`config.mk`:
```
export PLATFORM = sky130hd
export DESIGN_NAME = button_debounce_hold_detector_unit
export DESIGN_NICKNAME = d
export VERILOG_FILES = /design/src/rtl/core/bdhd_pkg.sv /design/src/rtl/core/button_debounce_hold_detector_unit.sv
export SDC_FILE = /design/constraint.sdc
export NUM_CORES = 1
export LEC_CHECK = 0
export ABC_AREA = 1
export BUFFER_PORTS_ARGS = -buffer_cell sky130_fd_sc_hd__buf_2
export CORE_ASPECT_RATIO = 0.75
export CORE_MARGIN = 3
export CORE_UTILIZATION = 50
export DETAILED_ROUTE_END_ITERATION = 10
export HOLD_SLACK_MARGIN = 0.03
export PLACE_DENSITY = 0.67
export SYNTH_ARGS = -nofsm -noshare
export SYNTH_HDL_FRONTEND = slang
export SYNTH_SLANG_ARGS = --single-unit
```
`constraint.sdc`:
```
create_clock -name clk -period 12.4 [get_ports clk]
set_input_delay 2.48 -clock clk [delete_from_list [all_inputs] [get_ports clk]]
set_output_delay 2.48 -clock clk [all_outputs]
set_load 0.01 [all_outputs]
```
`src/rtl/core/bdhd_pkg.sv`:
```
package bdhd_pkg;

  localparam int TIME_W = 32;
  localparam int CFG_INDEX_W = 2;

  localparam logic [TIME_W-1:0] DEBOUNCE_RESET = 32'd20;
  localparam logic [TIME_W-1:0] HOLD_RESET = 32'd1000;

  localparam logic [CFG_INDEX_W-1:0] REG_DEBOUNCE = 2'd0;
  localparam logic [CFG_INDEX_W-1:0] REG_HOLD = 2'd1;

endpackage

```
`src/rtl/core/button_debounce_hold_detector_unit.sv`:
```
// Channel  Direction  Handshake                      Payload
// sample   in         sample_valid / sample_stall    pin_level, tick, clear_press,
//                                                    clear_release, clear_hold
// result   out        result_valid / result_stall    press_flag, release_flag,
//                                                    hold_flag, is_pressed, press_duration
// config   in         cfg_write                      cfg_index, cfg_data
//
// A sample is captured in an input register and evaluated from there into the result
// register, which loads whenever it is not held by result_stall; one sample per cycle
// is sustained while result_stall is low. The path that sets the clock rate is the tick
// increment, the settle-time subtract and compare, and the hold compare.
// A synchronous reset clears valid and detector state and loads default settle/hold times.
// While the result register is held by result_stall, the input register stays
// occupied and sample_stall is raised only once it is full.
module button_debounce_hold_detector_unit (
  input  logic                                 clk,
  input  logic                                 rst,
  input  logic                                 sample_valid,
  output logic                                 sample_stall,
  input  logic                                 pin_level,
  input  logic                                 tick,
  input  logic                                 clear_press,
  input  logic                                 clear_release,
  input  logic                                 clear_hold,
  output logic                                 result_valid,
  input  logic                                 result_stall,
  output logic                                 press_flag,
  output logic                                 release_flag,
  output logic                                 hold_flag,
  output logic                                 is_pressed,
  output logic [bdhd_pkg::TIME_W-1:0]          press_duration,
  input  logic                                 cfg_write,
  input  logic [bdhd_pkg::CFG_INDEX_W-1:0]     cfg_index,
  input  logic [bdhd_pkg::TIME_W-1:0]          cfg_data
);

  logic [bdhd_pkg::TIME_W-1:0] debounce_ms;
  logic [bdhd_pkg::TIME_W-1:0] hold_ms;

  logic s1_valid;
  logic s1_pin;
  logic s1_tick;
  logic s1_clr_press;
  logic s1_clr_release;
  logic s1_clr_hold;

  logic [bdhd_pkg::TIME_W-1:0] now_ms;
  logic                        last_raw;
  logic [bdhd_pkg::TIME_W-1:0] last_change_ms;
  logic                        pressed;
  logic [bdhd_pkg::TIME_W-1:0] press_stamp;
  logic                        waiting_hold;
  logic                        press_event;
  logic                        release_event;
  logic                        hold_event;

  logic [bdhd_pkg::TIME_W-1:0] now_ms_next;
  logic                        last_raw_next;
  logic [bdhd_pkg::TIME_W-1:0] last_change_ms_next;
  logic                        pressed_next;
  logic [bdhd_pkg::TIME_W-1:0] press_stamp_next;
  logic                        waiting_hold_next;
  logic                        press_event_next;
  logic                        release_event_next;
  logic                        hold_event_next;
  logic [bdhd_pkg::TIME_W-1:0] duration_next;

  logic                        out_advance;
  logic                        down_now;
  logic [bdhd_pkg::TIME_W-1:0] settle_time;
  logic [bdhd_pkg::TIME_W-1:0] held_time;
  logic [bdhd_pkg::TIME_W-1:0] cur_duration;

  assign out_advance  = !result_valid || !result_stall;
  assign sample_stall = s1_valid && !out_advance;

  always_ff @(posedge clk) begin
    if (rst) begin
      debounce_ms <= bdhd_pkg::DEBOUNCE_RESET;
      hold_ms     <= bdhd_pkg::HOLD_RESET;
    end else if (cfg_write) begin
      case (cfg_index)
        bdhd_pkg::REG_DEBOUNCE: debounce_ms <= cfg_data;
        bdhd_pkg::REG_HOLD:     hold_ms     <= cfg_data;
        default: begin
        end
      endcase
    end
  end

  always_ff @(posedge clk) begin
    if (rst) begin
      s1_valid <= 1'b0;
    end else if (!sample_stall) begin
      s1_valid <= sample_valid;
    end
  end

  always_ff @(posedge clk) begin
    if (sample_valid && !sample_stall) begin
      s1_pin         <= pin_level;
      s1_tick        <= tick;
      s1_clr_press   <= clear_press;
      s1_clr_release <= clear_release;
      s1_clr_hold    <= clear_hold;
    end
  end

  always_comb begin
    down_now     = !s1_pin;
    now_ms_next  = s1_tick ? now_ms + 1'b1 : now_ms;
    settle_time  = now_ms_next - last_change_ms;
    held_time    = now_ms_next - press_stamp;
    cur_duration = pressed ? held_time : press_stamp;

    last_raw_next       = last_raw;
    last_change_ms_next = last_change_ms;
    pressed_next        = pressed;
    press_stamp_next    = press_stamp;
    waiting_hold_next   = waiting_hold;
    press_event_next    = press_event;
    release_event_next  = release_event;
    hold_event_next     = hold_event;
    duration_next       = cur_duration;

    if (down_now != last_raw) begin
      last_change_ms_next = now_ms_next;
      last_raw_next       = down_now;
    end else if (settle_time >= debounce_ms) begin
      if (down_now && !pressed) begin
        pressed_next      = 1'b1;
        press_stamp_next  = last_change_ms;
        press_event_next  = 1'b1;
        waiting_hold_next = 1'b1;
        duration_next     = settle_time;
      end else if (!down_now && pressed) begin
        pressed_next       = 1'b0;
        waiting_hold_next  = 1'b0;
        press_stamp_next   = last_change_ms - press_stamp;
        release_event_next = 1'b1;
        duration_next      = last_change_ms - press_stamp;
      end else if (waiting_hold && cur_duration >= hold_ms) begin
        waiting_hold_next = 1'b0;
        hold_event_next   = 1'b1;
      end
    end
  end

  always_ff @(posedge clk) begin
    if (rst) begin
      now_ms         <= '0;
      last_raw       <= 1'b0;
      last_change_ms <= '0;
      pressed        <= 1'b0;
      press_stamp    <= '0;
      waiting_hold   <= 1'b0;
      press_event    <= 1'b0;
      release_event  <= 1'b0;
      hold_event     <= 1'b0;
    end else if (s1_valid && out_advance) begin
      now_ms         <= now_ms_next;
      last_raw       <= last_raw_next;
      last_change_ms <= last_change_ms_next;
      pressed        <= pressed_next;
      press_stamp    <= press_stamp_next;
      waiting_hold   <= waiting_hold_next;
      press_event    <= press_event_next && !s1_clr_press;
      release_event  <= release_event_next && !s1_clr_release;
      hold_event     <= hold_event_next && !s1_clr_hold;
    end
  end

  always_ff @(posedge clk) begin
    if (rst) begin
      result_valid <= 1'b0;
    end else if (out_advance) begin
      result_valid <= s1_valid;
    end
  end

  always_ff @(posedge clk) begin
    if (s1_valid && out_advance) begin
      press_flag     <= press_event_next;
      release_flag   <= release_event_next;
      hold_flag      <= hold_event_next;
      is_pressed     <= pressed_next;
      press_duration <= duration_next;
    end
  end

  // A pending hold check only exists during a debounced press.
  assert property (@(posedge clk) disable iff (rst) waiting_hold |-> pressed)
    else $error("hold check pending while released");

  // The debounced state only follows a raw level that has already been recorded.
  assert property (@(posedge clk) disable iff (rst) $rose(pressed) |-> last_raw)
    else $error("press accepted against the recorded raw level");

  assert property (@(posedge clk) disable iff (rst) $fell(pressed) |-> !last_raw)
    else $error("release accepted against the recorded raw level");

  // The millisecond clock moves only when a sample is evaluated.
  assert property (@(posedge clk) disable iff (rst)
      !(s1_valid && out_advance) |=> $stable(now_ms))
    else $error("time advanced without a sample");

endmodule
```
## Yosys cells after proc, flatten, opt, wreduce, memory -nomap -nowiden

Index checks and enable logic that the tools add are counted.

| cells by class | value |
|---|---|
| add/subtract/negate cells | 4 |
| $mul | 0 |
| div/mod/pow operators | 0 |
| $lt $le $gt $ge | 2 |
| eq/ne operators | 2 |
| shifts and indexed selects | 0 |
| mux-type cells | 27 |
| bitwise logic cells | 1 |
| reduce and logical (&&, ||, !) cells | 27 |

Operators by type and width:

| kind | count |
|---|---|
| $mux 32 | 8 |
| $sub 32x32->32 | 3 |
| $ge 32x32->1 | 2 |
| $add 32x1->32 const B | 1 |
| $mux 1 | 19 |
| $logic_and 1x1->1 | 9 |
| $logic_not 1->1 | 9 |
| $reduce_and 4->1 | 2 |
| $reduce_and 2->1 | 3 |
| $reduce_bool 3->1 | 1 |
| $eq 2x1->1 const B | 1 |
| $logic_not 2->1 | 1 |
| $reduce_bool 2->1 | 1 |
| $logic_or 1x1->1 | 1 |
| $ne 1x1->1 | 1 |
| $not 1->1 | 1 |

| word-level totals | value |
|---|---|
| flip-flop bits (word level) | 209 |
| latch bits | 0 |
| memory bits (writable) | 0 |
| bits in read-only memories | 0 |
| bits of input ports | 44 |
| memories kept | 0 |

## Logic depth before layout (Yosys ltp)

Gate-level depths: netlist (run 1).

| logic depth | value |
|---|---|
| depth after elaboration | 12 |
| gate-level depth with buffers | 37 |
| mapped depth without buffers | 37 |

## Worst setup path after synthesis (run 1)

OpenSTA, ideal clock, no wires.

| path | value |
|---|---|
| path kind | in2out |
| start point | in result_stall |
| end point | out sample_stall |
| arrival time | 2.742 ns |
| required time | 9.920 ns |
| slack | 7.178 ns |
| stages on the path | 2 |
| cell sequence | nand2_1 -> nor2_1 |

| on the way | value |
|---|---|
| word-level cells in the longest chain between the ends | 4 |

RTL lines:

| item | RTL line | RTL |
|---|---|---|
| start: declaration | button_debounce_hold_detector_unit.sv:26 | `input logic result_stall,` |
| $logic_not 1->1 | button_debounce_hold_detector_unit.sv:74 | `assign out_advance = !result_valid \|\| !result_stall;` |
| $logic_or 1x1->1 | button_debounce_hold_detector_unit.sv:74 |  |
| $logic_not 1->1 | button_debounce_hold_detector_unit.sv:75 | `assign sample_stall = s1_valid && !out_advance;` |
| $logic_and 1x1->1 | button_debounce_hold_detector_unit.sv:75 |  |
| end: declaration | button_debounce_hold_detector_unit.sv:19 | `output logic sample_stall,` |

No other way between the ends.

## Worst setup path after layout (run 1)

| path | value |
|---|---|
| start point | reg s1_tick |
| end point | reg hold_flag (data pin) |

| on the way | value |
|---|---|
| word-level cells in the longest chain between the ends | 10 |

RTL lines:

| item | RTL line | RTL |
|---|---|---|
| start: declaration | button_debounce_hold_detector_unit.sv:42 | `logic s1_tick;` |
| start signal: assignment | button_debounce_hold_detector_unit.sv:102 | `s1_tick <= tick;` |
| $mux 32 (*) | button_debounce_hold_detector_unit.sv:111 | `now_ms_next = s1_tick ? now_ms + 1'b1 : now_ms;` |
| via now_ms_next, one bit | button_debounce_hold_detector_unit.sv:57 | `logic [bdhd_pkg::TIME_W-1:0] now_ms_next;` |
| $sub 32x32->32 | button_debounce_hold_detector_unit.sv:113 | `held_time = now_ms_next - press_stamp;` |
| $mux 32 | button_debounce_hold_detector_unit.sv:114 | `cur_duration = pressed ? held_time : press_stamp;` |
| $ge 32x32->1 | button_debounce_hold_detector_unit.sv:142 | `end else if (waiting_hold && cur_duration >= hold_ms) begin` |
| $logic_and 1x1->1 | button_debounce_hold_detector_unit.sv:142 |  |
| $mux 1 | button_debounce_hold_detector_unit.sv:142 |  |
| $mux 1 | button_debounce_hold_detector_unit.sv:136 | `end else if (!down_now && pressed) begin` |
| $mux 1 | button_debounce_hold_detector_unit.sv:130 | `if (down_now && !pressed) begin` |
| $mux 1 (*) | button_debounce_hold_detector_unit.sv:129 | `end else if (settle_time >= debounce_ms) begin` |
| $mux 1 (*) | button_debounce_hold_detector_unit.sv:126 | `if (down_now != last_raw) begin` |
| via hold_event_next | button_debounce_hold_detector_unit.sv:65 | `logic hold_event_next;` |
| end signal: assignment | button_debounce_hold_detector_unit.sv:185 | `hold_flag <= hold_event_next;` |
| end: declaration | button_debounce_hold_detector_unit.sv:29 | `output logic hold_flag,` |

Mark *: on every way through the listed nets, which the timed path passes. The rest lies on a longest branch.
A chain may end at the register's enable or synchronous reset.

==> impl_metrics.csv, run 1 <==
group,metric,value,unit
outcome,status,"complete, no violations",
routing,drt_pass1_iterations,8,
critical_path,path_max_fanout,12,
grt,met2_usage,56.2,%
clock_tree,cts_buffer_depth,3,
floorplan,die_x,224,um
power,power-per-cell-area,165,nW/um2
sta,max_freq,0.162,GHz
critical_path,crit_type,"flip-flop to flip-flop",
floorplan,start_util,51.1,%
routing,first_iter_violations,2341,
critical_path,timing.critical_path.from,"s1_tick",
floorplan,num_io_pins,82,
critical_path,slowest_stage,"edfxtp_1",
sta,max_slew_margin,13.7,%
hold_path,worstHoldStart,"debounce_ms[1]",
sta,rsz0062_at_grt,"no",
routing,vias_per_cell,5.73,
synth,yosysTopAreaCellShare,18.8,%
grt,grt.met1_usage,57.4,%
synth,yosysMostFrequentCell,"nand2_1",
run,maxCapViolations,0,
power,ir_worst_vdd,0.0983,mV
routing,drtAntennaViolNets,0,
grt,grt_pass1_wl,112,mm
clock_tree,cts_root_buf,"clkbuf_16",
floorplan,row_count,59,
critical_path,crit_top_cell,"nand2_1",
clock_tree,clkLatencyLatePin,0.55,ns
sta,maxSlewViolCount,0,
clock_tree,cts_hold_buf,0,
place,dp_hpwl,61.7,mm
critical_path,r2r_start,"s1_tick",
synth,synth_flop_cell,"dfxtp_1",
final_layout,syn_to_final_growth,9.00,%
synth,yosysWarnings,0,
sta,setup_viol,0,
sta,hold_viol_final,0,
floorplan,fp.dieH,170,um
place,place_area,18700,um2
hold_path,hold_class,"flip-flop to flip-flop",
grt,gr-usage-met3,9.34,%
grt,grt_usage,38.8,%
synth,ys_seq_area_share,25.7,%
grt,grt_pass1_vias,18100,
sta,skew,0.0199,ns
floorplan,die_area,38100,um2
synth,avgSynthCellArea,6.07,um2
floorplan,core,35000,um2
synth,syn-num-nets,3153,
sta,worst_pin_slew,1.29,ns
synth,synth_area_leaders,"dfxtp_1, nand2_1, ha_1",
clock_tree,ctsResizeCount,0,
synth,yosysUniqueCellTypes,43,
synth,syn_area,17900,um2
clock_tree,cts_buffers,23,
critical_path,cp-end-kind,"flip-flop",
synth,yosys_register_bits,209,
sta,fin_setup_tns,0,ns
final_layout,finalInstanceArea,19500,um2
clock_tree,path_clk_slew,0.07,ns
clock_tree,htree_num_levels,1,
routing,drc,0,
grt,busiest_layer,"met1",
sta,timing.final.crit_share,49.8,%
grt,antenna_found_initial,2,
critical_path,r2r_slack,6.22,ns
synth,synthArstFlopShare,0,%
final_layout,drive_gt1_share,5.48,%
power,total_leakage_power,10.7,nW
clock_tree,cts.sinks,209,
critical_path,slowest_delay,0.61,ns
final_layout,diodes,0,
synth,synth_largest_area_cell,"dfxtp_1",
clock_tree,cts_tree,"yes",
routing,wl_per_cell,21.7,um
routing,vias,19900,
critical_path,crit_buf_inv,4,
synth,ys_top_cells_by_count,"nand2_1, inv_1, nor2_1, a21oi_1, o21ai_0",
clock_tree,post_cts_buffers,0,
routing,routed_wl,75.4,mm
critical_path,cp-start-kind,"flip-flop",
place,io_buffer_count,81,
grt,grt.overflow.total,0,
final_layout,fin_nets,3203,
place,place.gp.congestion,1.08,
sta,fin_crit,6.18,ns
critical_path,required,12.82,ns
grt,grt_max_degree,70,
critical_path,cp.arrival,6.59,ns
critical_path,critPathTopFamily,"simple AND/OR/NAND/NOR gates",
synth,synthCells,2946,
synth,synth_edf_count,41,
[cell usage in the layout (no fill, tap or decap), types with 6 or more instances in the layout]
cell type | synthesis | layout
xor2_1 | 49 | 49
ha_1 | 160 | 160
edfxtp_1 | 41 | 41
nor2_1 | 306 | 306
nand2_1 | 886 | 886
buf_2 | 12 | 81
a21oi_1 | 243 | 243
o21bai_1 | 15 | 15
nand3b_1 | 14 | 14
nand3_1 | 119 | 118
nor2_2 | 7 | 7
nand4_1 | 24 | 24
o21a_1 | 6 | 6
inv_1 | 522 | 522
nor3_1 | 31 | 31
buf_4 | 0 | 17
clkbuf_1 | 52 | 7
o21ai_0 | 196 | 196
xnor2_1 | 21 | 21
o211ai_1 | 14 | 14
clkbuf_16 | 0 | 26
dfxtp_1 | 168 | 168
[path summary, 6_finish.rpt]
kind	depth (start not counted)	to
max	30	hold_flag
min	2	debounce_ms[1]
max reg2reg	30	hold_flag
min reg2reg	2	debounce_ms[1]
[flip-flops by register name (all words and copies together), names as in the netlist, 32 cells and up]
register / cells
hold_ms: 32
now_ms: 32
press_duration: 32
press_stamp: 32
last_change_ms: 32
debounce_ms: 32
[cell families (layout without fill, tap and decap cells)]
logic type	count (synthesis)	in the layout	synth area share, %
AOI/OAI and AO/OA	490	490	14.4
xor gates and xnor gates	70	70	3.43
adders and majority gates	163	163	11.5
buffers and inverters	601	668	12.8
DFF	209	209	25.7
and+or+nand+nor	1413	1413	32.1
[worst register-to-register path, delay by kind of cell (launching register included)]
| family | cells | cell delay, ns |
|---|---|---|
| AND/OR/NAND/NOR | 22 | 3.67 |
| adder cells (fa/ha/maj) | 2 | 0.67 |
| AO/OA/AOI/OAI | 1 | 0.44 |
| XOR/XNOR | 1 | 0.41 |
| buffers and inverters | 4 | 0.28 |
| flip-flops | 1 | 0.61 |
[area by class of cell]
| class | count | area (um2) |
|---|---|---|
| Sequential cell | 209 | 4590 |
| Inverter | 528 | 1990 |
| Multi-Input combinational cell | 2136 | 11000 |
| Clock buffer | 36 | 718 |
| Tap cell | 457 | 572 |
| Fill cell | 3550 | 15500 |
| Clock inverter | 6 | 83.8 |
| Timing Repair Buffer | 98 | 533 |
[report_power, final]
group          switching, mW  internal (mW)  total (mW)
registers             0.0332          0.755       0.788
logic                   1.20          0.469        1.67
clock network          0.311          0.441       0.752
total                   1.54           1.66        3.21
[metal layers]
metal	vias to the layer above	wire, um
li1	9365	-
met1	9314	34300
met2	1068	29800
met3	134	9000
met4	0	2310
met5	-	0
[through the flow]
stage                     utilization, %  hold slack [ns]  cells  setup WS (ns)  power [mW]
after floorplan                        -            0.435   2946           7.18        1.84
after global placement              53.4            0.451   3428           6.47        2.37
after detailed placement            53.4            0.455   3428           6.38        2.39
after CTS                           55.7            0.464   3470           6.38        3.14
after global routing                55.7            0.479   3470           5.70        3.39
final                               55.7            0.462   3470           6.22        3.21
Note: power is estimated with default switching activity, not from simulation.
==> run 2: changes to the inputs <==
--- a/config.mk
+++ b/config.mk
@@ -5,7 +5,7 @@
 export SDC_FILE = /design/constraint.sdc
 export NUM_CORES = 1
 export LEC_CHECK = 0
-export ABC_AREA = 1
+export ABC_AREA = 0
 export BUFFER_PORTS_ARGS = -buffer_cell sky130_fd_sc_hd__buf_2
 export CORE_ASPECT_RATIO = 0.75
 export CORE_MARGIN = 3
==> constraint.sdc (replaced) <==
create_clock -name clk -period 6.4 [get_ports clk]
set_input_delay 1.28 -clock clk [delete_from_list [all_inputs] [get_ports clk]]
set_output_delay 1.28 -clock clk [all_outputs]
set_load 0.01 [all_outputs]
==> impl_metrics.csv, run 2 <==
group,metric,value,unit
outcome,status,"complete, no violations",
power,p_total,4.39,mW
sta,skew,0.0170,ns
floorplan,start_util,51.2,%
sta,hold_viol_final,0,
grt,grt.overflow.total,0,
grt,grt_pass1_vias,13500,
sta,timing.final.crit_share,96.7,%
final_layout,layout_common_cells,"nand2_1, a21oi_1, dfxtp_1, inv_1, nor2_1",
critical_path,crit_top_cell,"nand4_1",
grt,grt_max_degree,76,
sta,maxSlewViolCount,0,
routing,wl_per_cell,19.4,um
routing,vias,14600,
clock_tree,htree_num_levels,1,
synth,ys_seq_area_share,29.6,%
clock_tree,cts.sinks,209,
critical_path,critPathTopFamily,"simple AND/OR/NAND/NOR gates",
clock_tree,cts_tree,"yes",
sta,rsz0062_at_grt,"yes",
critical_path,cp-end-kind,"flip-flop",
clock_tree,path_clk_slew,0.07,ns
clock_tree,cts_buffers,23,
critical_path,cp-start-kind,"flip-flop",
synth,synthArstFlopShare,0,%
final_layout,multi_input_area,10100,um2
floorplan,fp.dieH,159,um
routing,first_iter_violations,1332,
synth,synth_edf_count,41,
critical_path,slowest_stage,"nor2_2",
sta,setup_viol,0,
critical_path,crit_buf_inv,3,
routing,routed_wl,47.4,mm
final_layout,layout.cells.non_filler,2445,
power,total_leakage_power,7.43,nW
synth,synth_flop_cell,"dfxtp_1",
routing,drc,0,
floorplan,num_io_pins,82,
clock_tree,cts_root_buf,"clkbuf_16",
place,place.gp.congestion,0.925,
sta,max_freq,0.162,GHz
synth,synth_area_leaders,"dfxtp_1, ha_1, edfxtp_1",
sta,hold_slack,0.426,ns
synth,yosysMostFrequentCell,"nand2_1",
final_layout,final_util,57.7,%
place,dp_hpwl,35.3,mm
power,ir_worst_vdd,0.176,mV
sta,max_slew_margin,20.5,%
synth,synthCells,1957,
final_layout,fin_nets,2237,
place,io_buffer_count,81,
hold_path,hold_class,"flip-flop to flip-flop",
critical_path,slowest_delay,0.43,ns
floorplan,die_area,33200,um2
critical_path,required,6.71,ns
sta,fin_setup_tns,0,ns
synth,syn_area,15500,um2
floorplan,core,30300,um2
synth,synth_largest_area_cell,"dfxtp_1",
final_layout,syn_to_final_growth,12.7,%
sta,fin_crit,6.19,ns
clock_tree,clkLatencyLatePin,0.53,ns
routing,vias_per_cell,5.96,
routing,drt_pass1_iterations,5,
final_layout,diodes,0,
final_layout,seqCellArea,4600,um2
synth,yosys_register_bits,209,
routing,drtAntennaViolNets,0,
final_layout,final_common_cell,"nand2_1",
synth,ys_top_cells_by_count,"nand2_1, a21oi_1, dfxtp_1, nor2_1, inv_1",
synth,avgSynthCellArea,7.93,um2
sta,worst_pin_slew,1.19,ns
floorplan,die_x,209,um
synth,yosysTopAreaCellShare,21.7,%
grt,grt_usage,27.1,%
run,maxCapViolations,0,
power,power-per-cell-area,251,nW/um2
critical_path,crit_type,"flip-flop to flip-flop",
floorplan,row_count,55,
critical_path,path_max_fanout,9,
clock_tree,cts_buffer_depth,3,
final_layout,fillers,2762,
critical_path,cp.arrival,6.51,ns
synth,syn-num-nets,2164,
grt,antenna_found_initial,1,
final_layout,drive_gt1_share,11.9,%
place,placed_cells,2391,
grt,grt_pass1_wl,72.5,mm
synth,yosysUniqueCellTypes,93,
synth,yosysWarnings,0,
run 2: cell families (layout without fill, tap and decap cells):
| logic type | count (synthesis) | after routing | share of synthesized area (%) |
|---|---|---|---|
| AO/OA/AOI/OAI | 581 | 581 | 24.2 |
| AND/OR/NAND/NOR | 601 | 601 | 17.7 |
| adder cells (fa/ha/maj) | 163 | 163 | 13.3 |
| flip-flops | 209 | 209 | 29.6 |
| buffers and inverters | 253 | 342 | 6.62 |
| XOR/XNOR | 132 | 132 | 7.45 |
| multiplexers | 18 | 18 | 1.16 |
run 2: final cells by class:
class	instances	area share, %
Multi-Input combinational cell	1495	57.5
Sequential cell	209	26.3
Timing Repair Buffer	136	5.05
Clock buffer	32	3.90
Inverter	165	3.54
Tap cell	399	2.85
Clock inverter	9	0.843
run 2: per-stage QoR:
step,instance area (um2),setup WS [ns]
5_1_grt,17500,-0.122
3_5_place_dp,16400,-0.0875
4_1_cts,17200,0.0227
6_report,17500,0.208
2_1_floorplan,15500,0.799
3_3_place_gp,16400,0.190
run 2: report_power, final:
group	switching, mW	internal (mW)	total [mW]
registers	0.0300	1.41	1.44
clock network	0.586	0.907	1.49
logic	0.878	0.573	1.45
total	1.49	2.89	4.39
run 2: path summary, 6_finish.rpt:
path                   from                  to  slack, ns  cells after the start
max               now_ms[0]  press_duration[12]       0.21                     26
min          s1_clr_release       release_event       0.43                      1
max reg2reg       now_ms[0]  press_duration[12]       0.21                     26
min reg2reg  s1_clr_release       release_event       0.43                      1
run 2: routing by layer:
metal  track usage, %  wire length [um]
met3             3.53              3060
met2             45.2             21400
met1             36.6             21300
met4             9.46              1710
met5                0                 0
run 2: timing repair:
action | CTS | global route
cloned | 0 | 2
resized for setup | 3 | 35
hold buffers | 0 | 0
setup buffers | 0 | 11
pin swaps | 0 | 7
setup endpoints to repair | 39 | 71
==> run 3: changes to the inputs <==
--- a/config.mk
+++ b/config.mk
@@ -12,7 +12,7 @@
 export CORE_UTILIZATION = 50
 export DETAILED_ROUTE_END_ITERATION = 10
 export HOLD_SLACK_MARGIN = 0.03
-export PLACE_DENSITY = 0.67
+export PLACE_DENSITY = 0.74
 export SYNTH_ARGS = -nofsm -noshare
 export SYNTH_HDL_FRONTEND = slang
 export SYNTH_SLANG_ARGS = --single-unit
==> impl_metrics.csv, run 3 (synthesis gave the netlist of run 2 again) <==
group,metric,value,unit
place,pre_cts_ws,-0.0270,ns
grt,grt_pass1_vias,13500,
floorplan,die_area,33200,um2
critical_path,slowest_stage,"or3_1",
hold_path,worstHoldStart,"s1_clr_press",
critical_path,required,6.84,ns
critical_path,cp-end-kind,"flip-flop",
hold_path,hold_class,"flip-flop to flip-flop",
critical_path,slowest_delay,0.42,ns
grt,grt.overflow.total,0,
grt,antenna_found_initial,1,
clock_tree,cts.sinks,209,
critical_path,reg2regPathDepth,28,
clock_tree,cts_tree,"yes",
grt,grt_usage,27.8,%
final_layout,fin_nets,2228,
clock_tree,cts_root_buf,"clkbuf_16",
place,io_buffer_count,81,
floorplan,die_x,209,um
final_layout,final_util,57.2,%
routing,drt_pass1_iterations,5,
final_layout,layout.cells.non_filler,2438,
sta,timing.final.crit_share,96.1,%
sta,hold_slack,0.425,ns
sta,maxSlewViolCount,0,
clock_tree,clkLatencyLatePin,0.55,ns
power,total_leakage_power,7.35,nW
critical_path,crit_type,"flip-flop to flip-flop",
place,place_area,16400,um2
run,maxCapViolations,0,
critical_path,path_max_fanout,43,
place,placed_cells,2389,
hold_path,holdPathStages,1,
clock_tree,cts_buffer_depth,3,
grt,grt_max_degree,88,
routing,drtAntennaViolNets,0,
critical_path,cp-start-kind,"flip-flop",
clock_tree,cts_buffers,23,
floorplan,core,30300,um2
place,place.gp.congestion,0.971,
critical_path,r2r_slack,0.25,ns
sta,skew,0.0200,ns
power,ir_worst_vdd,0.243,mV
critical_path,r2r_end,"press_stamp[29]",
critical_path,r2r_start,"now_ms[1]",
final_layout,drive_gt1_share,11.6,%
routing,vias,14500,
floorplan,start_util,51.2,%
sta,max_freq,0.163,GHz
power,power-per-cell-area,245,nW/um2
sta,max_slew_margin,20.5,%
critical_path,crit_top_cell,"a21oi_1",
floorplan,fp.dieH,159,um
floorplan,num_io_pins,82,
outcome,status,"complete, no violations",
routing,routed_wl,47.5,mm
routing,vias_per_cell,5.96,
sta,worst_slack,0.251,ns
sta,hold_viol_final,0,
routing,drc,0,
place,dp_hpwl,35.7,mm
clock_tree,htree_num_levels,1,
sta,worst_pin_slew,1.19,ns
floorplan,row_count,55,
critical_path,cp.arrival,6.59,ns
final_layout,layout_common_cells,"nand2_1, a21oi_1, dfxtp_1, inv_1, nor2_1",
routing,wl_per_cell,19.5,um
grt,grt_pass1_wl,73.9,mm
power,p_total,4.25,mW
hold_path,hold_end,"press_event",
sta,fin_setup_tns,0,ns
final_layout,syn_to_final_growth,11.7,%
final_layout,final_common_cell,"nand2_1",
clock_tree,path_clk_slew,0.06,ns
routing,first_iter_violations,1326,
sta,fin_crit,6.15,ns
sta,setup_viol,0,
final_layout,finalInstanceArea,17300,um2
-- run 3: area by class of cell --
class | count | area, um2
fill | 2796 | 13000
multi-input combinational | 1495 | 10100
sequential | 209 | 4600
timing repair buffer | 127 | 791
inverter | 165 | 619
clock buffer | 28 | 604
tap | 399 | 499
clock inverter | 14 | 130
antenna | 1 | 2.50
-- run 3: worst max-delay path by stage --
stage / startpoint / endpoint / cells after the start
CTS: now_ms[1] / press_duration[26] / 27
finish: now_ms[1] / press_stamp[29] / 28
detailed placement: now_ms[1] / press_duration[0] / 25
floorplan: now_ms[0] / press_duration[26] / 27
global placement: now_ms[1] / press_duration[0] / 24
global route: now_ms[1] / press_stamp[3] / 26
-- run 3: where the power goes --
part           internal (mW)  switching (mW)
Clock                  0.756           0.589
Sequential              1.41          0.0307
Combinational          0.578           0.889
Total                   2.75            1.51
-- run 3: metal layers --
layer | vias to the layer above | track usage (%) | part of all wire, %
met5 | - | 0 | 0.027
met4 | 2 | 11.1 | 4.2
met3 | 116 | 3.82 | 6.8
met2 | 545 | 45.6 | 45
met1 | 6804 | 37.4 | 44
li1 | 7065 | - | -
-- run 3: worst max-delay path: cells and delay by family, from the launching register on --
kind,cells,cell delay [ns]
fa+ha+maj,3,0.86
xor+xnor,2,0.45
simple gates,11,2.50
flops,1,0.40
compound gates,10,1.41
buf+inv,2,0.40
-- run 3: timing repair --
action                                  4_1_cts  5_1_grt
setup buffers                                 0        6
resized for setup                             1       38
pin swaps                                     0        9
hold buffers                                  0        0
endpoints found under the setup margin        4       73
